==> src/sv/ppu_pkg.sv <==
// shared types and constants for the particle pool
`default_nettype none
package ppu_pkg;
    localparam int POOL_DEPTH = 64;
    localparam int IDX_W = 6;
    localparam int CNT_W = 7;
    localparam int STEP_MAX = 102;
    localparam int AGE_MAX = 16383;

    localparam logic [1:0] CMD_CLEAR = 2'd0;
    localparam logic [1:0] CMD_SPAWN = 2'd1;
    localparam logic [1:0] CMD_TICK  = 2'd2;
    localparam logic [1:0] CMD_DRAW  = 2'd3;

    localparam logic [1:0] ST_DONE    = 2'd0;
    localparam logic [1:0] ST_DROPPED = 2'd1;
    localparam logic [1:0] ST_ENTRY   = 2'd2;
    localparam logic [1:0] ST_EMPTY   = 2'd3;

    typedef struct packed {
        logic [1:0]         command;
        logic signed [15:0] time_step;
        logic signed [15:0] spawn_x;
        logic signed [15:0] spawn_y;
        logic signed [15:0] vel_x;
        logic signed [15:0] vel_y;
        logic [13:0]        lifetime;
        logic [7:0]         size;
        logic [7:0]         red;
        logic [7:0]         green;
        logic [7:0]         blue;
    } req_t;

    typedef struct packed {
        logic [1:0]         status;
        logic [6:0]         live_count;
        logic signed [15:0] draw_x;
        logic signed [15:0] draw_y;
        logic [7:0]         draw_radius;
        logic [7:0]         draw_red;
        logic [7:0]         draw_green;
        logic [7:0]         draw_blue;
        logic               last;
    } res_t;

    // one stored particle
    typedef struct packed {
        logic signed [15:0] px;
        logic signed [15:0] py;
        logic signed [15:0] vx;
        logic signed [15:0] vy;
        logic [13:0]        age;
        logic [13:0]        life;
        logic [31:0]        look;
    } ent_t;

    // controller to datapath
    typedef struct packed {
        logic       load;      // capture request
        logic       rd;        // read entry at rd_idx
        logic [5:0] rd_idx;
        logic       wr_spawn;  // write new particle at wr_idx
        logic       wr_upd;    // write updated entry at wr_idx
        logic       wr_copy;   // write read entry at wr_idx
        logic [5:0] wr_idx;
        logic       div_start;
        logic       emit;      // push result
        logic [1:0] emit_status;
        logic       emit_last;
        logic [6:0] emit_count;
    } ctl_t;

    // datapath to controller
    typedef struct packed {
        logic expired;   // updated age reached life
        logic div_busy;
        logic out_busy;  // output register full and stalled
    } sts_t;
endpackage
`default_nettype wire

==> src/sv/ppu_ctrl.sv <==
// command sequencer for the particle pool
`default_nettype none
module ppu_ctrl (
    input  wire logic          clk,
    input  wire logic          rst_n,
    input  wire logic          req_valid,
    output logic               req_stall,
    input  wire ppu_pkg::req_t req,
    input  wire logic          cfg_we,
    input  wire logic [6:0]    cfg_data,
    input  wire ppu_pkg::sts_t sts,
    output ppu_pkg::ctl_t      ctl
);
    import ppu_pkg::*;

    localparam logic [2:0] S_IDLE  = 3'd0;
    localparam logic [2:0] S_DISP  = 3'd1;
    localparam logic [2:0] S_TRD   = 3'd2;
    localparam logic [2:0] S_TCHK  = 3'd3;
    localparam logic [2:0] S_DRD   = 3'd4;
    localparam logic [2:0] S_DDIV  = 3'd5;
    localparam logic [2:0] S_DWAIT = 3'd6;
    localparam logic [2:0] S_EMIT  = 3'd7;

    logic [2:0] st_reg, st_next;
    logic [6:0] cnt_reg, cnt_next;
    logic [6:0] max_reg;
    logic [6:0] idx_reg, idx_next;
    logic [1:0] cmd_reg;
    logic [1:0] est_reg, est_next;
    logic       elast_reg, elast_next;
    logic [6:0] lim;
    logic       take;

    assign lim = (max_reg > 7'(POOL_DEPTH)) ? 7'(POOL_DEPTH) : max_reg;
    assign req_stall = (st_reg != S_IDLE);
    assign take = req_valid && !req_stall;

    always_comb
    begin
        st_next = st_reg;
        cnt_next = cnt_reg;
        idx_next = idx_reg;
        est_next = est_reg;
        elast_next = elast_reg;
        ctl = '0;
        ctl.load = take;
        ctl.rd_idx = idx_reg[5:0];
        ctl.wr_idx = idx_reg[5:0];
        ctl.emit_status = est_reg;
        ctl.emit_last = elast_reg;
        ctl.emit_count = cnt_reg;
        case (st_reg)
            S_IDLE:
                if (take)
                    st_next = S_DISP;
            S_DISP:
            begin
                idx_next = '0;
                est_next = ST_DONE;
                elast_next = 1'b1;
                st_next = S_EMIT;
                case (cmd_reg)
                    CMD_CLEAR: cnt_next = '0;
                    CMD_SPAWN:
                        if (cnt_reg >= lim)
                            est_next = ST_DROPPED;
                        else
                        begin
                            ctl.wr_spawn = 1'b1;
                            ctl.wr_idx = cnt_reg[5:0];
                            cnt_next = cnt_reg + 7'd1;
                        end
                    CMD_TICK:
                        if (cnt_reg != '0)
                            st_next = S_TRD;
                    default:
                        if (cnt_reg == '0)
                            est_next = ST_EMPTY;
                        else
                            st_next = S_DRD;
                endcase
            end
            S_TRD:
            begin
                ctl.rd = 1'b1;
                st_next = S_TCHK;
            end
            S_TCHK:
                if (sts.expired)
                begin
                    // pull the last entry into this slot, then look again
                    if (idx_reg == cnt_reg - 7'd1)
                    begin
                        cnt_next = cnt_reg - 7'd1;
                        st_next = S_EMIT;
                    end
                    else
                    begin
                        ctl.rd = 1'b1;
                        ctl.rd_idx = 6'(cnt_reg - 7'd1);
                        cnt_next = cnt_reg - 7'd1;
                        // copy happens from rd_reg next cycle
                        st_next = S_DWAIT;
                    end
                end
                else
                begin
                    ctl.wr_upd = 1'b1;
                    if (idx_reg + 7'd1 >= cnt_reg)
                        st_next = S_EMIT;
                    else
                    begin
                        idx_next = idx_reg + 7'd1;
                        st_next = S_TRD;
                    end
                end
            S_DWAIT:
                // tick copy or draw division wait
                if (cmd_reg == CMD_TICK)
                begin
                    ctl.wr_copy = 1'b1;
                    st_next = S_TRD;
                end
                else if (!sts.div_busy && !sts.out_busy)
                begin
                    ctl.emit = 1'b1;
                    ctl.emit_status = ST_ENTRY;
                    ctl.emit_last = (idx_reg + 7'd1 == cnt_reg);
                    if (idx_reg + 7'd1 == cnt_reg)
                        st_next = S_IDLE;
                    else
                    begin
                        idx_next = idx_reg + 7'd1;
                        st_next = S_DRD;
                    end
                end
            S_DRD:
            begin
                ctl.rd = 1'b1;
                st_next = S_DDIV;
            end
            S_DDIV:
            begin
                ctl.div_start = 1'b1;
                st_next = S_DWAIT;
            end
            default:
                if (!sts.out_busy)
                begin
                    ctl.emit = 1'b1;
                    st_next = S_IDLE;
                end
        endcase
    end

    always_ff @(posedge clk or negedge rst_n)
    begin
        if (!rst_n)
        begin
            st_reg <= S_IDLE;
            cnt_reg <= '0;
            max_reg <= 7'd64;
            idx_reg <= '0;
            cmd_reg <= CMD_CLEAR;
            est_reg <= ST_DONE;
            elast_reg <= 1'b0;
        end
        else
        begin
            st_reg <= st_next;
            idx_reg <= idx_next;
            est_reg <= est_next;
            elast_reg <= elast_next;
            if (take)
                cmd_reg <= req.command;
            if (cfg_we)
            begin
                max_reg <= cfg_data;
                if (cnt_reg > ((cfg_data > 7'(POOL_DEPTH)) ? 7'(POOL_DEPTH) : cfg_data))
                    cnt_reg <= (cfg_data > 7'(POOL_DEPTH)) ? 7'(POOL_DEPTH) : cfg_data;
            end
            else
                cnt_reg <= cnt_next;
        end
    end
endmodule
`default_nettype wire
==> config.mk <==
export PLATFORM = sky130hd
export DESIGN_NAME = ppu_ctrl
export DESIGN_NICKNAME = d
export VERILOG_FILES = /design/src/sv/ppu_pkg.sv /design/src/sv/ppu_ctrl.sv
export SDC_FILE = /design/constraint.sdc
export NUM_CORES = 1
export LEC_CHECK = 0
export BUFFER_PORTS_ARGS = -buffer_cell sky130_fd_sc_hd__buf_2
export CAP_MARGIN = 0
export CORE_UTILIZATION = 44
export CTS_BUF_LIST = sky130_fd_sc_hd__clkbuf_8
export CTS_CLUSTER_SIZE = 16
export DETAILED_ROUTE_END_ITERATION = 6
export PLACE_DENSITY = 0.89
export SLEW_MARGIN = 20
export SYNTH_ARGS = -nofsm -noshare
export SYNTH_HDL_FRONTEND = slang
export SYNTH_SLANG_ARGS = --single-unit
==> constraint.sdc <==
create_clock -name clk -period 3.3 [get_ports clk]
set_input_delay 0.165 -clock clk [delete_from_list [all_inputs] [get_ports clk]]
set_output_delay 0.165 -clock clk [all_outputs]
set_load 0.01 [all_outputs]
==> out/metrics.csv, run 1 <==
stage,metric,value,unit
synthesis,synthesized-area fraction occupied by and/or/nand/nor cells,21.32,%
drt,post-route ant nets,0,
sta,Worst Skew,0.009391,ns
clock_network,CTS tree,built,
power_and_ir_drop,NetSw,0.001298,W
power_and_ir_drop,Cell Pwr Density,875.2,nW/um^2
synthesis,"Primary FF master, synth",dfrtp_1,
synthesis,largest area contributor in the netlist,dfrtp_1,
cells_and_area,ANT cells,0,
place,Routability Congestion,0.8894,
synthesis,syn_nets,482,
critical_path,WP data arrival,2.89,ns
clock_network,H-tree level count,2,
global_routing,vias in the first global route,2316,
cells_and_area,footprint of the multi-input gates,1784,sq um
critical_path,critical path endpoint category,primary output,
synthesis,XOR/XNOR share of the synthesized area,7.294,%
critical_path,"slowest stage delay, CP",0.39,ns
critical_path,r2r setup slk,0.66,ns
floorplanning,top-level port count,172,
clock_network,worst-case clock buffer depth,2,
drt,Initial DRT Pass Iterations,7,
drt,final wirelength,6695,um
synthesis,"FFs w/ async S/R, synth",100.0,%
synthesis,Yosys reg bits,29,
synthesis,largest family of logic cells by synthesized area,simple AND/OR/NAND/NOR gates,
sta,endpoints failing hold,0,
critical_path,class of the most critical setup path,reg2out,
critical_path,Critical Path Source Type,flop,
sta,"Slew Viols, Final",0,
clock_network,Clock Tree Root,clkbuf_8,
place,post-DP HPWL,5079,um
clock_network,"CTS clk-pin slew, worst paths",0.06,ns
critical_path,"Req. time, crit path",3.13,ns
synthesis,Post-Syn Area,2659,sq um
critical_path,WP buf/inv,2,
power_and_ir_drop,VDD IR-drop max,0.4343,mV
floorplanning,Initial Util,46.85,%
global_routing,first-pass GRT wire length,10960,um
critical_path,slowest CP cell,nor3b_2,
sta,Worst-Margin Slew,0.7371,ns
critical_path,worst path cell trace,inv_1 > ha_1 > nor3b_2 > xnor3_1 > nor3_1 > nand4_1 > nand3_2 > mux2_4 > buf_2,
floorplanning,height of the chip,79.74,um
clock_network,Clock Sinks,29,
power_and_ir_drop,Leak,1.442,nW
cells_and_area,Synth-to-Final Area Change,13.60,%
sta,TNS Setup,0,ns
drt,DRC,0,
power_and_ir_drop,Clk network pwr share,10.8,%
global_routing,total track usage,22.17,%
critical_path,worst-path maximum fanout,5,
sta,Max-slew headroom,50.53,%
cells_and_area,Final nets,521,
sta,RSZ-0062 raised after global routing,false,
synthesis,mean post-synth cell area,8.414,sq um
synthesis,Mapped Cells,316,
cells_and_area,sequential cell area,726.9,sq um
synthesis,register area share after synthesis,27.34,%
synthesis,adder-cell share of the synthesized area,11.29,%
power_and_ir_drop,Net Sw Frac,49.11,%
global_routing,initial antenna violation count,0,
clock_network,post-CTS setup buffer count,0,
drt,wire per inst,15.64,um
drt,Via density,5.972,
sta,Tmin final,3.054,ns
status,status,finished clean,
cells_and_area,Fill cells,523,
sta,crit share post-route,92.53,%
power_and_ir_drop,total power,0.002643,W
critical_path,Top Family by Delay on Critical Path,simple AND/OR/NAND/NOR gates,
cells_and_area,layout cell share with drive strength beyond 1,23.88,%
synthesis,number of synthesized flops with an enable pin,0,
floorplanning,Core ar.,5675,sq um
sta,Setup-failing EPs final,0,
synthesis,Yosys warnings,0,
cells_and_area,most frequent cells in the layout,"buf_2, nand2_1, dfrtp_1, ha_1, o21ai_0",
global_routing,GRT overflow,0,
power_and_ir_drop,P_int,0.001345,W
sta,Final WS setup,0.2464,ns
drt,Via Count,2556,
synthesis,top-area cell type share of the netlist area,26.35,%
synthesis,mux share of post-synthesis cell area,9.976,%
power_and_ir_drop,Flop pwr share,25.8,%
power_and_ir_drop,Comb pwr share,63.4,%
worst_hold_path,HP Class,in2reg,
floorplanning,Die W,79.74,um
floorplanning,die footprint,6358,sq um
run,# Max-Cap Violations,0,
synthesis,post-synthesis compound-gate area fraction,17.04,%
global_routing,largest net degree at the start of global routing,30,
synthesis,count of different cell masters after synthesis,49,
sta,Max Clk Rate,327.5,MHz
cells_and_area,"most common cell after layout, fill and taps aside",buf_2,
clock_network,clock latency on the worst-skew pair,0.29,ns
place,PortBufs,45,
clock_network,CTS Buf Count,5,
synthesis,leading post-synthesis cells by cell area,"dfrtp_1, ha_1, mux2_2",
place,dpl ws,0.4027,ns
floorplanning,# rows,27,
drt,1st-iter DRT viols,234,
[worst register-to-register path, delay by kind of cell (launching register included)]
family / cells / cell delay, ns
fa+ha+maj: 2 / 0.61
xor+xnor: 1 / 0.15
simple gates: 5 / 0.90
flops: 1 / 0.43
compound gates: 2 / 0.43
[synthesized netlist by cell type, drive strengths merged (2+ instances only)]
library cell,number
a2111oi,4
a211oi,4
a21oi,15
a221oi,2
a222oi,2
a31oi,5
a32o,5
and2,3
and3,3
buf,7
clkbuf,12
dfrtp,28
ha,24
inv,17
mux2,17
mux2i,7
nand2,40
nand2b,4
nand3,15
nand3b,2
nand4,5
nor2,20
nor2b,8
nor3,6
o21ai,23
o41ai,2
or2,4
or3,2
xnor2,12
xnor3,2
xor2,5
[repair_timing]
item	in CTS	in global routing
resized for setup	0	1
hold endpoints to repair	28	0
endpoints found under the setup margin	0	4
hold buffers	1	0
[area by class of cell]
cell class,instances,area share (%)
clock buffers,5,2.278
clock inverters,3,0.4557
inverters,17,2.113
multi-input cells,251,59.07
flip-flops and latches,29,24.07
well taps,72,2.983
repair buffers,51,9.031
[per-stage QoR]
step                      std cells  instance area (sq um)  hold WS [ns]  utilization, %
after CTS                       428                   3015        0.1106           53.13
after detailed placement        419                   2923        0.2416           51.50
final                           428                   3020        0.1149           53.22
after floorplan                 316                   2659       -0.1306               -
after global placement          419                   2923        0.2357           51.50
after global routing            428                   3020        0.1175           53.22
[path summary, 6_finish.rpt]
check,start,endpoint,depth (start not counted)
setup / recovery,cnt_reg[0]$_DFFE_PN0P_,ctl[25],9
hold / removal,req[127],cmd_reg[1]$_DFFE_PN0P_,2
setup reg to reg,idx_reg[0]$_DFFE_PN0P_,st_reg[2]$_DFFE_PN0P_,10
hold reg to reg,elast_reg$_DFFE_PN0P_,elast_reg$_DFFE_PN0P_,1
max in group asynchronous,rst_n,max_reg[1]$_DFFE_PN0P_,2
min in group asynchronous,rst_n,cnt_reg[2]$_DFFE_PN0P_,2
[power groups by stage]
stage                     combinational (W)  sequential, W  clock [W]
final                               0.00168       0.000683   0.000286
after global routing                0.00183       0.000707   0.000302
after CTS                           0.00165       0.000677   0.000289
after detailed placement            0.00163       0.000684          0
after global placement              0.00156       0.000676          0
after floorplan                     0.00129       0.000580          0
[logic make-up after synthesis]
kind of cell,count (synthesis)
AOI/OAI and AO/OA,69
xor gates and xnor gates,19
adders and majority gates,24
buffers and inverters,36
DFF,29
muxes,24
and+or+nand+nor,115
[metal layers]
layer	global-route usage, %	vias to the layer above	part of all wire (%)
li1	-	1211	-
met1	30.29	1192	45
met2	35.56	135	46
met3	3.429	18	7.6
met4	7.500	0	1.8
met5	0	-	0
No activity file was read; power rests on OpenSTA's default activity.
==> run 2: changes to the inputs <==
Clock period 3.3 ns to 3.2 ns, I/O delays scaled along.
==> out/metrics.csv, run 2 (synthesis results as in run 1) <==
stage,metric,value,unit,change
critical_path,slowest CP cell,nor3b_2,,unchanged
run,# Max-Cap Violations,0,,unchanged
place,Routability Congestion,0.9074,,was 0.8894
clock_network,Clock Sinks,29,,unchanged
sta,Max-slew headroom,49.59,%,was 50.53%
sta,Final WS setup,0.1629,ns,was 0.2464 ns
clock_network,post-CTS setup buffer count,0,,unchanged
global_routing,total track usage,22.71,%,was 22.17%
global_routing,first-pass GRT wire length,11100,um,"was 10,960 um"
place,PortBufs,45,,unchanged
clock_network,"CTS clk-pin slew, worst paths",0.06,ns,about the same
place,dpl ws,0.3243,ns,was 0.4027 ns
sta,Worst Skew,0.002096,ns,was 0.009391 ns
power_and_ir_drop,NetSw,0.001358,W,was 0.001298 W
cells_and_area,"most common cell after layout, fill and taps aside",buf_2,,unchanged
floorplanning,Core ar.,5675,sq um,unchanged
sta,Tmin final,3.037,ns,
critical_path,worst path cell trace,inv_1 > ha_1 > nor3b_2 > xnor3_1 > nor3_1 > nand4_1 > nand3_2 > mux2_4 > buf_2,,unchanged
cells_and_area,footprint of the multi-input gates,1784,sq um,unchanged
worst_hold_path,Hold Startpoint,req[126],,was req[127]
drt,final wirelength,6888,um,was 6695 um
global_routing,vias in the first global route,2391,,"was 2,316"
cells_and_area,Synth-to-Final Area Change,14.31,%,was 13.60%
power_and_ir_drop,Comb pwr share,62.3,%,was 63.4%
sta,"Slew Viols, Final",0,,unchanged
drt,DRC,0,,unchanged
critical_path,Critical Path Source Type,flop,,unchanged
clock_network,CTS tree,built,,unchanged
cells_and_area,most frequent cells in the layout,"buf_2, nand2_1, dfrtp_1, ha_1, o21ai_0",,unchanged
floorplanning,die footprint,6358,sq um,unchanged
floorplanning,Initial Util,46.85,%,unchanged
cells_and_area,layout cell share with drive strength beyond 1,24.16,%,was 23.88%
sta,endpoints failing hold,0,,unchanged
sta,Worst-Margin Slew,0.7511,ns,was 0.7371 ns
critical_path,Crit Reg-Reg Startpoint,idx_reg[0]$_DFFE_PN0P_,,unchanged
power_and_ir_drop,P_int,0.001434,W,was 0.001345 W
power_and_ir_drop,Net Sw Frac,48.65,%,was 49.11%
worst_hold_path,HP Class,in2reg,,unchanged
sta,crit share post-route,94.91,%,
global_routing,largest net degree at the start of global routing,30,,unchanged
floorplanning,# rows,27,,unchanged
power_and_ir_drop,Leak,1.447,nW,was 1.442 nW
power_and_ir_drop,Flop pwr share,25.3,%,was 25.8%
power_and_ir_drop,VDD IR-drop max,0.4626,mV,was 0.4343 mV
place,post-DP HPWL,5102,um,was 5079 um
sta,TNS Setup,0,ns,unchanged
sta,RSZ-0062 raised after global routing,false,,unchanged
power_and_ir_drop,Clk network pwr share,12.4,%,was 10.8%
drt,Initial DRT Pass Iterations,5,,was 7
drt,post-route ant nets,0,,unchanged
cells_and_area,Final nets,521,,unchanged
critical_path,critical path endpoint category,primary output,,unchanged
drt,wire per inst,16.09,um,was 15.64 um
critical_path,class of the most critical setup path,reg2out,,unchanged
drt,1st-iter DRT viols,279,,was 234
critical_path,"slowest stage delay, CP",0.40,ns,was 0.39 ns
sta,Max Clk Rate,329.3,MHz,
critical_path,"Req. time, crit path",3.04,ns,was 3.13 ns
clock_network,worst-case clock buffer depth,2,,unchanged
drt,Via Count,2538,,"was 2,556"
critical_path,worst-path maximum fanout,5,,unchanged
drt,Via density,5.930,,was 5.972
floorplanning,top-level port count,172,,unchanged
floorplanning,Die W,79.74,um,unchanged
global_routing,initial antenna violation count,0,,unchanged
critical_path,Worst setup startpoint,cnt_reg[0]$_DFFE_PN0P_,,unchanged
cells_and_area,ANT cells,0,,unchanged
clock_network,clock latency on the worst-skew pair,0.30,ns,was 0.29 ns
critical_path,WP data arrival,2.88,ns,was 2.89 ns
floorplanning,height of the chip,79.74,um,unchanged
power_and_ir_drop,Cell Pwr Density,918.6,nW/um^2,was 875.2 nW/um^2
clock_network,H-tree level count,2,,unchanged
cells_and_area,sequential cell area,726.9,sq um,unchanged
clock_network,CTS Buf Count,5,,unchanged
status,status,finished clean,,unchanged
global_routing,GRT overflow,0,,unchanged
clock_network,Clock Tree Root,clkbuf_8,,unchanged
sta,Setup-failing EPs final,0,,unchanged
cells_and_area,Fill cells,537,,was 523
run 2: cell count changes in the layout (fill, tap and decap cells not counted), sizes merged:
cell,change
clkbuf,+2
clkinv,-1
inv,-1
run 2: worst paths after layout:
path | endpoint | slack (ns) | depth (start not counted)
worst max-delay path | ctl[25] | 0.16 | 9
worst min-delay path | cmd_reg[0]$_DFFE_PN0P_ | 0.09 | 2
worst max register to register | st_reg[2]$_DFFE_PN0P_ | 0.47 | 10
worst min register to register | elast_reg$_DFFE_PN0P_ | 0.50 | 1
max in group asynchronous | max_reg[1]$_DFFE_PN0P_ | 2.30 | 2
min in group asynchronous | st_reg[0]$_DFFE_PN0P_ | 0.44 | 2
run 2: timing repair:
action,4_1_cts,5_1_grt
resized for setup,0,1
endpoints found under the setup margin,0,4
hold buffers,1,0
hold endpoints to repair,28,0
run 2: per-stage QoR:
stage | total power [W] | cell area, sq um | util [%] | hold WS, ns | cells
3_3_place_gp | 0.002304 | 2923 | 51.50 | 0.2240 | 419
2_1_floorplan | 0.001928 | 2659 | - | -0.1356 | 316
6_report | 0.002792 | 3039 | 53.55 | 0.09376 | 428
3_5_place_dp | 0.002392 | 2923 | 51.50 | 0.2474 | 419
5_1_grt | 0.002990 | 3039 | 53.55 | 0.1038 | 428
4_1_cts | 0.002751 | 3034 | 53.46 | 0.09254 | 428
run 2: power groups by stage:
stage               Clock (W)  Combinational (W)  Sequential, W
global placement            0            0.00161       0.000697
floorplan                   0            0.00133       0.000599
global route         0.000357            0.00190       0.000731
finish               0.000347            0.00174       0.000707
CTS                  0.000347            0.00170       0.000699
detailed placement          0            0.00169       0.000705
run 2: cell type report:
class / count / share of cell area [%]
clock inverters: 1 / 0.1647
well taps: 72 / 2.964
repair buffers: 51 / 8.975
flip-flops and latches: 29 / 23.92
multi-input cells: 251 / 58.71
clock buffers: 7 / 3.170
inverters: 17 / 2.100
run 2: worst max-delay path, delay by kind of cell, from the launching register on:
| kind | cells | cell delay [ns] |
|---|---|---|
| buffers and inverters | 2 | 0.28 |
| muxes | 1 | 0.31 |
| and+or+nand+nor | 4 | 1.05 |
| adders and majority gates | 1 | 0.29 |
| DFF | 1 | 0.38 |
| xor gates and xnor gates | 1 | 0.29 |
run 2: layer usage:
metal  wire, um  global-route usage [%]  share of wire (%)
met1       3046                   30.44                 44
met2       3130                   36.15                 45
met3        589                   4.229                8.6
met4        123                   8.571                1.8
met5          0                       0                  0
